File: src/rtl/skst_ram.sv
`default_nettype none

module skst_ram #(
  parameter int WIDTH = 8,
  parameter int DEPTH = 16
) (
  input  wire logic                     clk,
  input  wire logic                     we,
  input  wire logic [$clog2(DEPTH)-1:0] waddr,
  input  wire logic [WIDTH-1:0]         wdata,
  input  wire logic                     re,
  input  wire logic [$clog2(DEPTH)-1:0] raddr,
  output logic      [WIDTH-1:0]         rdata
);

  logic [WIDTH-1:0] mem [DEPTH];

  always_ff @(posedge clk) begin
    if (we) begin
      mem[waddr] <= wdata;
    end
    if (re) begin
      rdata <= mem[raddr];
    end
  end

endmodule

`default_nettype wire

File: config.mk
export PLATFORM = sky130hd
export DESIGN_NAME = skst_ram
export DESIGN_NICKNAME = d
export VERILOG_FILES = /design/src/rtl/skst_ram.sv
export SDC_FILE = /design/constraint.sdc
export NUM_CORES = 1
export LEC_CHECK = 0
export BUFFER_PORTS_ARGS = -buffer_cell sky130_fd_sc_hd__buf_2
export CAP_MARGIN = 20
export CORE_MARGIN = 2
export CORE_UTILIZATION = 30
export CTS_CLUSTER_SIZE = 25
export DETAILED_ROUTE_END_ITERATION = 10
export PLACE_DENSITY = 0.46
export SKIP_CTS_REPAIR_TIMING = 1
export SYNTH_ARGS = -nofsm -noshare
export SYNTH_HDL_FRONTEND = slang
export SYNTH_SLANG_ARGS = --single-unit
export TNS_END_PERCENT = 100
File: constraint.sdc
create_clock -name clk -period 2.5 [get_ports clk]
set_input_delay 0.5 -clock clk [delete_from_list [all_inputs] [get_ports clk]]
set_output_delay 0.5 -clock clk [all_outputs]
set_load 0.1 [all_outputs]
After elaboration in Yosys (flattened, before gate mapping)
Memory sizes are Yosys's and may differ from the RTL's. A register that Yosys moved wholly into a read port is not among the register bits.
Index checks and enable logic that the tools add are counted.
{"block": "word_totals", "out_inout_bits": 8, "mem_bits_ro": 0, "wordCells": 3, "mem_bits_rw": 128, "register_bits": 0, "latchBits": 0, "inputBits": 19, "n_memories": 1}
{"block": "op_classes", "eq_ne": 0, "multipliers": 0, "n_bitwise": 0, "magnitude_cmp": 0, "n_mux": 2, "shifts": 0, "n_reduce_logical": 0, "addsub": 0, "div_mod_pow": 0}
{"memory": "mem", "words": 16, "width": 8, "read_ports": 1, "rd_clocked_by_memory_dff": 1, "wr": 1, "line": "16", "source": "logic [WIDTH-1:0] mem [DEPTH];"}
{"op": "$mux 1", "count": 2}

Logic depth before layout (Yosys ltp)
Gate-level depths: netlist of run 1.
{"block": "depth", "ltp_word": 2, "depth_mapped": 5, "ltp_nobuf": 3}

Worst setup path after synthesis of run 1
Ideal clock, no wire load.
{"block": "synth_timing", "path_type": "input to register", "from": "in waddr[2]", "to": "mem mem[0][0] (enable)", "required_ns": 2.117, "setup_time_ns": 0.383, "slack_ns": 0.507, "path_stages": 2, "arrival_ns": 1.610, "n_path_buf": 0, "cell_sequence": "or3b_2 > nor3_1"}
{"item": "from (decl)", "line": "9", "source": "input wire logic [$clog2(DEPTH)-1:0] waddr,"}
{"item": "to (decl)", "line": "16"}
Straight into the memory's write port.

Final worst setup path of run 1
{"block": "layout_timing", "from": "reg rdata[4], read port of mem", "to": "out rdata[4]"}
{"item": "from (decl)", "line": "13", "source": "output logic [WIDTH-1:0] rdata"}
No word-level cell between the ends.

==> results.yml, run 1 <==
finish:
  seqCellArea_sq_um: 4080
  diodes: 0
  multi_input_area_sq_um: 1060
  syn2layout_area_growth_pct: 20.5
  fillers: 1646
  fin_area_sq_um: 6300
  drive_gt1_frac: 0.303
  finalNetCount: 304
  fin_util: 0.367
synth:
  synthArstFlopShare: 0
  synth.net_count: 248
  syn_area_sq_um: 5230
  synthTopCellsByArea: "edfxtp_1 78%, mux4_2 7.8%, mux4_1 7.0%"
  synth.distinct_cells: 18
  synth.most_common_cell: "edfxtp_1"
  synth_edf_count: 136
  yosysTopAreaCell: "edfxtp_1"
  synth_ff_type: "edfxtp_1"
  ys_seq_elements: 136
  avgSynthCellArea_sq_um: 22.8
  yosys-top-cells-count: "136 x edfxtp_1, 18 x mux4_2, 16 x a22oi_1"
  yosysWarnings: 0
  synth.top_cell.area_share: 0.781
  seq_area_frac_synth: 0.781
  syn_inst: 229
pwr:
  comb_power_share: 0.060
  p_leak_nw: 2.10
  power_density_nw_per_um2: 840
  clkPwrFrac: 0.451
  intPower_mw: 4.20
  pwr-share-seq: 0.488
  switching_power_mw: 1.09
  swShare: 0.206
  peakVddDrop_v: 0.000496
sta:
  worst_slack_ns: 0.739
  whs_ns: 0.473
  rsz0062_at_grt: "no"
  worst_slew_pin_slew_ns: 0.510
  max_freq_mhz: 568
  maxSlewHeadroom: 0.662
  finalCriticalPeriod_ns: 1.76
  finalSetupTns_ns: 0
  hold_viol: 0
  maxSlewViolCount: 0
  setup_violations: 0
  skew_ns: 0.00482
  min_period_over_period: 0.704
placed_design:
  portBuffers: 26
  dp_slack_ns: 0.334
  dpl.hpwl_microns: 7110
  gp_congestion: 0.703
  place_area_sq_um: 5740
worst_setup_path:
  path_cells: "buf_2"
  cp-end-kind: "output pin"
  path_max_fanout: 1
  critPathRequiredTime_ns: 2.00
  critPathTopFamily: "buffers and inverters"
  r2r-start: "mem[1][2]"
  reg2reg_to: "rdata[2]"
  crit_type: "register to output pin"
  startpoint_type: "register"
  regToRegSetupSlack_ns: 0.99
  critPathMaxStageDelay_ns: 0.45
  startpoint: "rdata[4]"
  worst-path-buf-inv: 1
  cp.arrival_ns: 1.26
  cp_slowest_cell: "buf_2"
  reg2reg_depth: 3
cts:
  h-tree-depth: 4
  ctsLongestPathBuffers: 2
  root_buffer: "clkbuf_16"
  clk_pin_slew_ns: 0.05
  clk_latency_ns: 0.41
  cts_tree: "yes"
  cts-buffers-inserted: 17
  cts_sinks: 136
global_routing:
  grt_pass1_vias: 2550
  grtUsageTotal: 0.135
  grt.overflow.total: 0
  grt_pass1_wl_microns: 16700
  grt_start_max_net_pins: 33
  antenna_found_initial: 2
route:
  dr_total_vias: 2455
  vias_per_cell: 4.70
  routed_wl_microns: 11300
  drcViolationCount: 0
  drt_iter0_drc: 195
  postRouteAntennaNets: 0
  dr.pass1.iters: 5
  wl_per_cell_microns: 21.7
die:
  placementRows: 48
  die_h_microns: 136
  die_w_microns: 136
  dieArea_sq_um: 18500
  start_util: 0.304
  io_pins: 27
  core_sq_um: 17200
worst_hold_path:
  min_path_cells: 1
  min_to: "rdata[2]"
  hp-class: "input pin to register"
  min_from: "re"
run:
  maxCapViolCount: 0
status:
  outcome: "finished clean"
[cell type report]
type                       count  share of cell area
sequential                   136               0.648
multi-input combinational     83               0.168
clock inverter                14              0.0220
tap                          225              0.0447
clock buffer                  17              0.0675
timing repair buffer          47              0.0497
[state kept, by name, indices dropped and copies added, names as in the netlist]
| signal | flops |
|---|---|
| mem | 128 |
| rdata | 8 |
[power groups by stage]
stage | Clock [mW] | Combinational [mW] | Sequential, mW
floorplan | 0 | 0.130 | 2.71
global placement | 0 | 0.322 | 2.63
detailed placement | 0 | 0.325 | 2.63
CTS | 2.44 | 0.326 | 2.59
global route | 2.54 | 0.343 | 2.59
finish | 2.39 | 0.320 | 2.59
[per-layer routing]
metal | vias to the layer above | global-route usage | routed length, microns
met5 | - | 0 | 23
met4 | 4 | 0.0532 | 163
met3 | 19 | 0.0433 | 721
met2 | 66 | 0.208 | 5370
met1 | 1268 | 0.177 | 5030
li1 | 1098 | - | -
[through the flow]
stage          cells  total power [mW]
3_3_place_gp     491              2.95
6_report         522              5.29
5_1_grt          522              5.47
2_1_floorplan    229              2.84
4_1_cts          522              5.35
3_5_place_dp     491              2.96
[cells in the final DEF, fill, tap and decap left out]
cell        netlist  layout
clkinvlp_4        0       1
bufinv_16         0       3
mux4_2           18      18
nor2_1           13      13
buf_4             1      19
clkbuf_16         0      17
and2_1            1       1
clkinv_1          0       7
nand3b_1          2       2
nor2b_1           1       1
nor3_1            4       4
nand3_1           1       1
clkinv_2          0       3
and2b_1           1       1
mux4_1           14      14
buf_2             3      26
nand2_1           9       9
nand2b_1          2       2
buf_12            0       2
edfxtp_1        136     136
or3b_2            1       1
a22oi_1          16      16
[how the worst max path moves through the flow]
stage / endpoint / slack [ns] / cells after the start
global route: rdata[7] / 0.70 / 1
finish: rdata[4] / 0.74 / 1
CTS: rdata[7] / 0.73 / 1
global placement: rdata[0] / 0.35 / 5
detailed placement: rdata[2] / 0.33 / 5
floorplan: mem[0][0] / 0.51 / 2
[logic make-up after synthesis]
family,after synthesis,share of synthesized area
AO/OA/AOI/OAI,16,0.0230
buffers and inverters,10,0.0165
flip-flops,136,0.781
multiplexers,32,0.148
AND/OR/NAND/NOR,35,0.0314
Power figures use the tool's default switching activity.
==> inputs of run 2 (changes only) <==
==> constraint.sdc (replaced) <==
create_clock -name clk -period 1.8 [get_ports clk]
set_input_delay 0.36 -clock clk [delete_from_list [all_inputs] [get_ports clk]]
set_output_delay 0.36 -clock clk [all_outputs]
set_load 0.1 [all_outputs]
==> run 2 against run 1 <==
Net effect: register-to-register slack lost 0.75 ns; first-iteration DRC count shrank 19%; clock power grew 33%; highest routed layer is now met4; critical path type unchanged; critical endpoint is now rdata[7]; largest cell class unchanged.
==> results.yml, run 2 (same netlist as run 1, synthesis figures left out) <==
status:
  outcome: "finished clean"
worst_setup_path:
  startpoint_type: "register"
  critPathRequiredTime_ns: 1.44
  critPathTopFamily: "buffers and inverters"
  cp-end-kind: "output pin"
  path_cells: "buf_2"
  path_max_fanout: 1
  cp.arrival_ns: 1.24
  crit_type: "register to output pin"
  worst-path-buf-inv: 1
  critPathMaxStageDelay_ns: 0.44
  cp_slowest_cell: "buf_2"
cts:
  h-tree-depth: 4
  root_buffer: "clkbuf_16"
  cts-buffers-inserted: 17
  ctsLongestPathBuffers: 2
  cts_sinks: 136
  clk_pin_slew_ns: 0.06
  cts_tree: "yes"
  clk_latency_ns: 0.41
finish:
  stdcell_count: 527
  final_cell_mix: "136 x edfxtp_1, 26 x buf_2, 21 x buf_4, 18 x mux4_2, 17 x clkbuf_16"
  fin_area_sq_um: 6350
  syn2layout_area_growth_pct: 21.5
  top_register: "mem"
  diodes: 0
  final_common_cell: "edfxtp_1"
  reg_top3: "mem (128), rdata (8)"
  drive_gt1_frac: 0.341
  finalNetCount: 308
  largest_reg_flops: 128
sta:
  finalSetupTns_ns: 0
  setup_violations: 0
  min_period_over_period: 0.887
  hold_viol: 0
  skew_ns: 0.00524
  rsz0062_at_grt: "no"
  max_freq_mhz: 626
  finalCriticalPeriod_ns: 1.60
  maxSlewViolCount: 0
  worst_slew_pin_slew_ns: 0.814
  maxSlewHeadroom: 0.456
  whs_ns: 0.325
run:
  maxCapViolCount: 0
die:
  die_h_microns: 136
  placementRows: 48
  io_pins: 27
  start_util: 0.304
  die_w_microns: 136
  dieArea_sq_um: 18500
  core_sq_um: 17200
route:
  wl_per_cell_microns: 21.4
  routed_wl_microns: 11300
  postRouteAntennaNets: 0
  drt_iter0_drc: 158
  drcViolationCount: 0
  dr_total_vias: 2483
  vias_per_cell: 4.71
  dr.pass1.iters: 4
pwr:
  p_leak_nw: 2.13
  power_density_nw_per_um2: 1140
  peakVddDrop_v: 0.000663
global_routing:
  grt.overflow.total: 0
  antenna_found_initial: 0
  grt_pass1_wl_microns: 17000
  grtUsageTotal: 0.135
  grt_start_max_net_pins: 21
  grt_pass1_vias: 2700
placed_design:
  gp_congestion: 0.690
  placed_cells: 495
  place_area_sq_um: 5800
  portBuffers: 26
  dpl.hpwl_microns: 7280
worst_hold_path:
  hp-class: "input pin to register"
-- run 2: metal layers --
metal,vias to the layer above,routed length [microns],global-route usage
met1,1292,4900,0.173
met2,66,5580,0.217
met4,0,184,0.0619
li1,1109,-,-
met5,-,0,0
met3,16,603,0.0321
-- run 2: through the flow --
step / util / setup WS [ns] / total power [mW]
floorplan: - / 0.158 / 3.94
global placement: 0.337 / -0.119 / 4.12
detailed placement: 0.337 / -0.134 / 4.12
CTS: 0.370 / 0.175 / 7.33
global route: 0.370 / 0.161 / 7.52
finish: 0.370 / 0.203 / 7.23
-- run 2: layout make-up --
| type | instances | area [sq um] |
|---|---|---|
| clock buffer | 17 | 425 |
| clock inverter | 15 | 130 |
| fill | 1589 | 10800 |
| multi-input combinational | 83 | 1060 |
| sequential | 136 | 4080 |
| tap | 225 | 282 |
| timing repair buffer | 51 | 368 |
-- run 2: where the power goes --
group | leakage [nW] | switching [mW] | internal [mW]
Combinational | 0.625 | 0.304 | 0.150
Clock | 0.269 | 1.30 | 1.89
Sequential | 1.24 | 0.0192 | 3.57
Total | 2.13 | 1.62 | 5.61
-- run 2: path summary, 6_finish.rpt --
kind,end,slack (ns),startpoint,cells past startpoint
setup / recovery,rdata[7],0.20,rdata[7],1
hold / removal,mem[2][6],0.33,wdata[6],1
setup reg to reg,rdata[3],0.24,mem[5][3],3
hold reg to reg,rdata[0],0.75,mem[15][0],3
