`src/rtl/skst_pkg.sv`:
```
`default_nettype none

package skst_pkg;

  // command codes
  localparam logic CMD_ACQUIRE = 1'b0;
  localparam logic CMD_RELEASE = 1'b1;

  // result status codes
  localparam logic [2:0] ST_HIT      = 3'd0;
  localparam logic [2:0] ST_INSERTED = 3'd1;
  localparam logic [2:0] ST_PRIVATE  = 3'd2;
  localparam logic [2:0] ST_FULL     = 3'd3;
  localparam logic [2:0] ST_RELEASED = 3'd4;

  typedef struct packed {
    logic        command;
    logic [7:0]  mount_number;
    logic [63:0] inode_number;
    logic [7:0]  release_slot;
  } req_t;

  typedef struct packed {
    logic [2:0] status;
    logic [7:0] slot;
  } rsp_t;

  // one slot as stored in the table memory
  typedef struct packed {
    logic        valid;
    logic [7:0]  mount;
    logic [63:0] inode;
  } entry_t;

endpackage

`default_nettype wire

```
`src/rtl/skst_scan.sv`:
```
`default_nettype none

module skst_scan #(
  parameter int TABLE_ENTRIES = 256
) (
  input  wire logic                             clk,
  input  wire logic                             rst,
  input  wire logic                             req_valid,
  output logic                                  req_ready,
  input  wire skst_pkg::req_t                   req,
  output logic                                  res_valid,
  input  wire logic                             res_ready,
  output skst_pkg::rsp_t                        res,
  output logic                                  wr_en,
  output logic [$clog2(TABLE_ENTRIES)-1:0]      wr_addr,
  output skst_pkg::entry_t                      wr_data,
  output logic                                  rd_en,
  output logic [$clog2(TABLE_ENTRIES)-1:0]      rd_addr,
  input  wire skst_pkg::entry_t                 rd_data
);

  import skst_pkg::*;

  localparam int AW = $clog2(TABLE_ENTRIES);
  localparam logic [AW-1:0] LAST = AW'(TABLE_ENTRIES - 1);

  typedef enum logic [2:0] {
    S_CLEAR,
    S_IDLE,
    S_SCAN,
    S_WRITE,
    S_FINISH
  } state_t;

  state_t          state;
  logic [AW-1:0]   clr_addr;
  logic [AW-1:0]   scan_addr;
  logic [AW-1:0]   cmp_idx;
  logic [AW-1:0]   free_idx;
  logic            issuing;
  logic            cmp_pend;
  logic            have_free;
  logic [7:0]      key_mount;
  logic [63:0]     key_inode;

  logic entry_hit;
  logic entry_free;
  logic last_cmp;
  logic rel_in_range;

  assign entry_hit    = rd_data.valid && (rd_data.mount == key_mount)
                        && (rd_data.inode == key_inode);
  assign entry_free   = !rd_data.valid;
  assign last_cmp     = (cmp_idx == LAST);
  assign rel_in_range = (32'(req.release_slot) < 32'(TABLE_ENTRIES));

  assign req_ready = (state == S_IDLE);
  assign res_valid = (state == S_FINISH);
  assign rd_en     = (state == S_SCAN) && issuing;
  assign rd_addr   = scan_addr;

  // single write port: clearing pass, release, insert
  always_comb begin
    wr_en   = 1'b0;
    wr_addr = clr_addr;
    wr_data = '0;
    unique case (state)
      S_CLEAR: begin
        wr_en = 1'b1;
      end
      S_IDLE: begin
        wr_en   = req_valid && (req.command == CMD_RELEASE) && rel_in_range;
        wr_addr = AW'(req.release_slot);
      end
      S_WRITE: begin
        wr_en   = 1'b1;
        wr_addr = free_idx;
        wr_data = '{valid: 1'b1, mount: key_mount, inode: key_inode};
      end
      S_SCAN, S_FINISH: begin
        wr_en = 1'b0;
      end
      default: begin
        wr_en = 1'b0;
      end
    endcase
  end

  always_ff @(posedge clk) begin
    if (rst) begin
      state     <= S_CLEAR;
      clr_addr  <= '0;
      issuing   <= 1'b0;
      cmp_pend  <= 1'b0;
      have_free <= 1'b0;
    end else begin
      unique case (state)
        S_CLEAR: begin
          clr_addr <= clr_addr + 1'b1;
          if (clr_addr == LAST) begin
            state <= S_IDLE;
          end
        end
        S_IDLE: begin
          if (req_valid) begin
            key_mount <= req.mount_number;
            key_inode <= req.inode_number;
            if (req.command == CMD_RELEASE) begin
              res   <= '{status: ST_RELEASED, slot: req.release_slot};
              state <= S_FINISH;
            end else if (req.inode_number == 64'd0) begin
              res   <= '{status: ST_PRIVATE, slot: 8'd0};
              state <= S_FINISH;
            end else begin
              scan_addr <= '0;
              issuing   <= 1'b1;
              cmp_pend  <= 1'b0;
              have_free <= 1'b0;
              state     <= S_SCAN;
            end
          end
        end
        S_SCAN: begin
          cmp_pend <= issuing;
          cmp_idx  <= scan_addr;
          if (issuing) begin
            if (scan_addr == LAST) begin
              issuing <= 1'b0;
            end else begin
              scan_addr <= scan_addr + 1'b1;
            end
          end
          if (cmp_pend) begin
            if (entry_hit) begin
              res     <= '{status: ST_HIT, slot: 8'(cmp_idx)};
              issuing <= 1'b0;
              state   <= S_FINISH;
            end else begin
              if (entry_free && !have_free) begin
                have_free <= 1'b1;
                free_idx  <= cmp_idx;
              end
              if (last_cmp) begin
                if (have_free || entry_free) begin
                  state <= S_WRITE;
                end else begin
                  res   <= '{status: ST_FULL, slot: 8'd0};
                  state <= S_FINISH;
                end
              end
            end
          end
        end
        S_WRITE: begin
          res   <= '{status: ST_INSERTED, slot: 8'(free_idx)};
          state <= S_FINISH;
        end
        S_FINISH: begin
          if (res_ready) begin
            state <= S_IDLE;
          end
        end
        default: begin
          state <= S_IDLE;
        end
      endcase
    end
  end

endmodule

`default_nettype wire

```
`config.mk`:
```
export PLATFORM = sky130hd
export DESIGN_NAME = skst_scan
export DESIGN_NICKNAME = d
export VERILOG_FILES = /design/src/rtl/skst_pkg.sv /design/src/rtl/skst_scan.sv
export SDC_FILE = /design/constraint.sdc
export NUM_CORES = 1
export LEC_CHECK = 0
export BUFFER_PORTS_ARGS = -buffer_cell sky130_fd_sc_hd__buf_2
export CAP_MARGIN = 0
export CELL_PAD_IN_SITES_DETAIL_PLACEMENT = 0
export CELL_PAD_IN_SITES_GLOBAL_PLACEMENT = 1
export CORE_MARGIN = 3
export CORE_UTILIZATION = 25
export DETAILED_ROUTE_END_ITERATION = 12
export GPL_TIMING_DRIVEN = 0
export HOLD_SLACK_MARGIN = 0.03
export PLACE_DENSITY = 0.66
export SYNTH_ARGS = -nofsm -noshare
export SYNTH_HDL_FRONTEND = slang
export SYNTH_SLANG_ARGS = --single-unit
```
`constraint.sdc`:
```
create_clock -name clk -period 10 [get_ports clk]
set_input_delay 1.5 -clock clk [delete_from_list [all_inputs] [get_ports clk]]
set_output_delay 1.5 -clock clk [all_outputs]
set_load 0.03 [all_outputs]
```
# Word level (Yosys, flattened, before mapping)
# Index checks and enable logic that the tools add are counted.
dict set report totals {
  register_bits 121
  latchBits 0
  ramBits 0
  romBits 0
  inputBits 158
  wordCells 102
  n_memories 0
}
dict set report op_classes {
  n_addsub 2
  n_mul 0
  n_div 0
  n_lt_le_gt_ge 0
  eq_ne 22
  shifts 0
  mux 43
  n_bitwise 2
  n_reduce_logical 21
}
# operator n
set op_table {}
lappend op_table {{$mux W11} 7}
lappend op_table {{$mux W73} 1}
lappend op_table {{$eq A64 B64 Y1} 1}
lappend op_table {{$logic_not A64 Y1} 1}
lappend op_table {{$mux W8} 5}
lappend op_table {{$pmux W11 S3} 1}
lappend op_table {{$pmux W8 S2} 2}
lappend op_table {{$mux W3} 9}
lappend op_table {{$eq A8 B8 Y1 const B} 3}
lappend op_table {{$reduce_and A7 Y1} 3}
lappend op_table {{$add A8 B1 Y8 const B} 2}
lappend op_table {{$ne A2 B2 Y1 const B} 8}
lappend op_table {{$pmux W3 S5} 1}
lappend op_table {{$mux W1} 13}
lappend op_table {{$reduce_and A5 Y1} 2}
lappend op_table {{$eq A8 B8 Y1} 1}
lappend op_table {{$pmux W1 S2} 4}
lappend op_table {{$eq A3 B2 Y1 const B} 2}
lappend op_table {{$ne A3 B3 Y1 const B} 2}
lappend op_table {{$logic_and A1 B1 Y1} 5}
lappend op_table {{$ne A2 B1 Y1 const B} 2}
lappend op_table {{$reduce_and A4 Y1} 1}
lappend op_table {{$eq A3 B1 Y1 const B} 1}
lappend op_table {{$eq A3 B3 Y1 const B} 1}
lappend op_table {{10 further kinds} 12}

# Longest topological paths before layout
dict set report logic_depth {
  word_depth 7
  ltp_mapped 7
  depth_no_buf 7
}

# Worst setup path before layout
# OpenSTA, ideal clock, no wires.
dict set report synth_timing {
  path_type {input -> register}
  from {in rd_data[69] (netlist name)}
  to {reg res[0] (netlist name) (enable)}
  setup_time_ns 0.412
  t_arrival_ns 4.052
  required_time_ns 9.588
  setup_slack_ns 5.536
  stages 7
  path_cell_list {nor2b_1 a2111o_1 nor4_4 nand4_4 o21ai_2 o21ai_1 nor4b_1}
}
dict set report synth_between {
  elab_chain_len 5
  word_cells_on_any_way 6
  classes_between {eq/ne (3); reduce/logical (3)}
}
# element line_no
set synth_rtl {}
lappend synth_rtl {{start, declared} skst_scan.sv:19} ;# input wire skst_pkg::entry_t rd_data
lappend synth_rtl {{$eq A8 B8 Y1 *} skst_scan.sv:51} ;# assign entry_hit = rd_data.valid && (rd_data.mount == key_mount)
lappend synth_rtl {{$logic_and A1 B1 Y1 *} skst_scan.sv:51}
lappend synth_rtl {{$logic_and A1 B1 Y1 *} skst_scan.sv:52} ;# && (rd_data.inode == key_inode);
lappend synth_rtl {{$ne A3 B3 Y1 (no source line)} -}
lappend synth_rtl {{$reduce_and A7 Y1 (no source line) *} -}
lappend synth_rtl {{end signal, assigned} skst_scan.sv:109} ;# res <= '{status: ST_RELEASED, slot: req.release_slot};
lappend synth_rtl {{end signal, assigned} skst_scan.sv:112} ;# res <= '{status: ST_PRIVATE, slot: 8'd0};
lappend synth_rtl {{end signal, assigned} skst_scan.sv:135} ;# res <= '{status: ST_HIT, slot: 8'(cmp_idx)};
lappend synth_rtl {{end, declared} skst_scan.sv:13} ;# output skst_pkg::rsp_t res,
# Mark *: on every way between the ends. The rest lies on a longest branch, timed or not.
# A chain may end at the register's enable or synchronous reset.

==> impl_metrics.toml <==
[worst_setup_path]
critPathKind = "reg2out"
startpoint_type = "flip-flop"
crit_required_ns = 8.50
reg2reg_slack_ns = 6.74
ff2ff_path_depth = 8
r2r-start = "key_inode[42]"
r2r_end = "res[0]"
setup.worst_path.end_class = "output port"
worst-path-max-fanout = 10
arrival_ns = 2.61

[synthesis]
synth_xor_area_frac = 0.0943
synth_seq_cells = 121
synth_compound_area_frac = 0.0696
avgSynthCellArea_sq_um = 12.1
yosysSeqAreaShare = 0.579
netlist.area_leader.share = 0.532
synth_warnings = 0
ys_types = 52
synthMuxAreaShare = 0.0149
synthAdderAreaFrac = 0.00414
syn_inst = 500
ys.flop_type = "edfxtp_1"
syn-cell-area_sq_um = 6040
synth_fp_nets = 660
synth_top_family_by_area = "simple AND/OR/NAND/NOR gates"
synthArstFlopShare = 0
ys_top_cells_by_area = "edfxtp_1 53%, xnor2_1 8.4%, and2_1 7.5%"
synth-edff-count = 107
yosysTopAreaCell = "edfxtp_1"
synth_simple_gate_area_share = 0.213

[die]
core_area_sq_um = 23600
initial_core_util = 0.256
ioPinCount = 262
die_area_sq_um = 26100
die_h_microns = 161
die_x_microns = 161
rows = 56

[sta]
fmax_ghz = 0.243
drv_slew = 0
tightest_slew_ns = 0.973
skew_ns = 0.0116
post-route-period-util = 0.411
rsz0062_at_grt = "false"
fin_ws_ns = 5.89
tns_ns = 0
period_needed_ns = 4.11
relSlewSlack = 0.346
setup_violations = 0
hold_viol = 0

[hold_path]
holdPathStages = 0
holdPathEnd = "free_idx[0]"
min-delay-start = "cmp_idx[0]"
hp-class = "reg2reg"

[cells_and_area]
fillers = 2433
syn_to_final_growth_pct = 39.1
num-nets-final = 941
multi_input_area_sq_um = 2410
seqCellArea_sq_um = 3490
final_layout_size_suffix_gt1_frac = 0.390

[placed_design]
gp_congestion = 0.821
hpwl_microns = 18100
dp_slack_ns = 5.39
io_buffer_count = 260

[clocking]
cts_resized = 0
post-cts-setup-buffers = 0
cts_buffers = 17
clk_pin_slew_ns = 0.06
cts_tree = "done"
clockBufferDepth = 2
insertion_delay_ns = 0.42
h-tree-depth = 4
cts_root_buffer = "clkbuf_16"
clkSinkCount = 121
cts.hold.buffers_added = 0

[global_route]
grt_max_degree = 52
grt.total_usage = 0.167
grt-ovfl-total = 0
grt_pass1_vias = 5028
grt_antenna_before_repair = 5
grt_pass1_wl_microns = 31900

[detailed_routing]
drtIter0Drc = 357
drt-total-wl_microns = 22200
ant_nets = 0
vias = 5063
drt-pass1-iter-count = 5
avgViaCountPerCell = 4.53
wire_per_inst_microns = 19.9
drc = 0

[pwr]
cellLeakagePower_nw = 3.48
vdd_drop_max_v = 0.0000864
power_density_nw_per_um2 = 185
total_power_mw = 1.55

[outcome]
status = "finished clean"

[run]
cap_violations = 0
-- cell usage in the layout (no fill, tap or decap), drive strengths merged, types with 3 or more instances in the layout --
cell / Yosys / routed
a2111o: 4 / 4
a211oi: 3 / 3
a21oi: 6 / 6
a222oi: 7 / 7
and2: 72 / 72
and2b: 3 / 3
and3: 7 / 7
buf: 3 / 265
bufinv: 0 / 3
clkbuf: 13 / 30
clkinv: 0 / 6
dfxtp: 14 / 14
diode: 0 / 4
edfxtp: 107 / 107
inv: 21 / 25
mux2i: 9 / 9
nand2: 17 / 17
nand2b: 11 / 11
nand3: 8 / 8
nand4: 22 / 22
nor2: 28 / 28
nor2b: 10 / 10
nor3: 5 / 5
nor4: 23 / 23
o2111ai: 4 / 4
o21ai: 15 / 15
or2b: 3 / 3
xnor2: 58 / 58
xor2: 7 / 7
-- critical path, stage by stage (launching register included) --
cell	delay [ns]
dfxtp_1	0.31
clkbuf_1	0.29
inv_1	0.11
or2_2	0.37
inv_2	0.17
buf_6	0.19
clkbuf_1	0.37
and2_1	0.21
buf_2	0.20
-- area by class of cell --
cell class                 count  area share
antenna                        4     0.00119
buffer                        16     0.00894
clock buffer                  17      0.0506
clock inverter                15      0.0207
inverter                      21     0.00938
multi-input combinational    342       0.287
sequential                   121       0.416
tap                          319      0.0475
timing repair buffer         262       0.159
-- registers in the layout (all words and copies together), names as in the netlist, 3 cells and up --
| name | count |
|---|---|
| rd_addr | 8 |
| res | 11 |
| clr_addr | 8 |
| key_mount | 8 |
| key_inode | 64 |
| cmp_idx | 8 |
| free_idx | 8 |
| state | 3 |
-- per-layer routing --
layer,global-route usage,wire [microns],vias to the layer above,part of all wire
li1,-,-,2402,-
met1,0.227,9970,2451,0.45
met2,0.263,10600,182,0.48
met3,0.0346,1160,26,0.052
met4,0.0602,411,2,0.019
met5,0,20,-,0.00090
-- synth_stat cells (2+ instances only) --
cell type	number
a2111o_1	4
a21oi_1	6
and2_1	72
a211oi_1	2
and2b_1	3
nor4_2	2
o21ai_0	13
mux2i_1	9
xnor2_1	58
and3_1	7
or3_1	2
or2b_1	3
or2_2	2
o2111ai_1	4
dfxtp_1	14
nor2b_1	9
a222oi_1	7
clkbuf_1	13
nand2b_1	11
xor2_1	7
nor4_1	20
buf_6	2
edfxtp_1	107
inv_1	20
ha_1	2
nand2_1	17
nor2_1	28
o211a_1	2
nor3_1	3
nand4_1	21
o21a_1	2
nand3_1	8
-- how the worst max path moves through the flow --
stage | cells past startpoint | end | slack [ns] | startpoint
floorplan | 7 | res[0] | 5.54 | rd_data[69]
global placement | 8 | res[4] | 4.04 | rd_data[42]
detailed placement | 9 | res[3] | 5.39 | rd_data[42]
CTS | 9 | res[6] | 5.83 | rd_data[42]
global route | 8 | wr_data[57] | 5.67 | state[1]
finish | 8 | wr_data[57] | 5.89 | state[1]
-- kinds of logic after synthesis --
group                    count (synthesis)
buffers and inverters                   37
XOR/XNOR                                65
AO/OA/AOI/OAI                           52
flip-flops                             121
AND/OR/NAND/NOR                        214
adder cells (fa/ha/maj)                  2
multiplexers                             9
-- power breakdown --
part | internal [mW] | switching, mW
Combinational | 0.107 | 0.177
Clock | 0.393 | 0.252
Sequential | 0.593 | 0.0302
Total | 1.09 | 0.459
-- through the flow --
stage	utilization	hold slack, ns	instance area, sq um	instances
after detailed placement	0.330	0.471	7790	1081
final	0.356	0.484	8400	1117
after global routing	0.356	0.506	8400	1116
after CTS	0.355	0.485	8390	1113
after floorplan	-	0.442	6040	500
after global placement	0.328	0.465	7740	1079
Note: power is estimated with default switching activity, not from simulation.
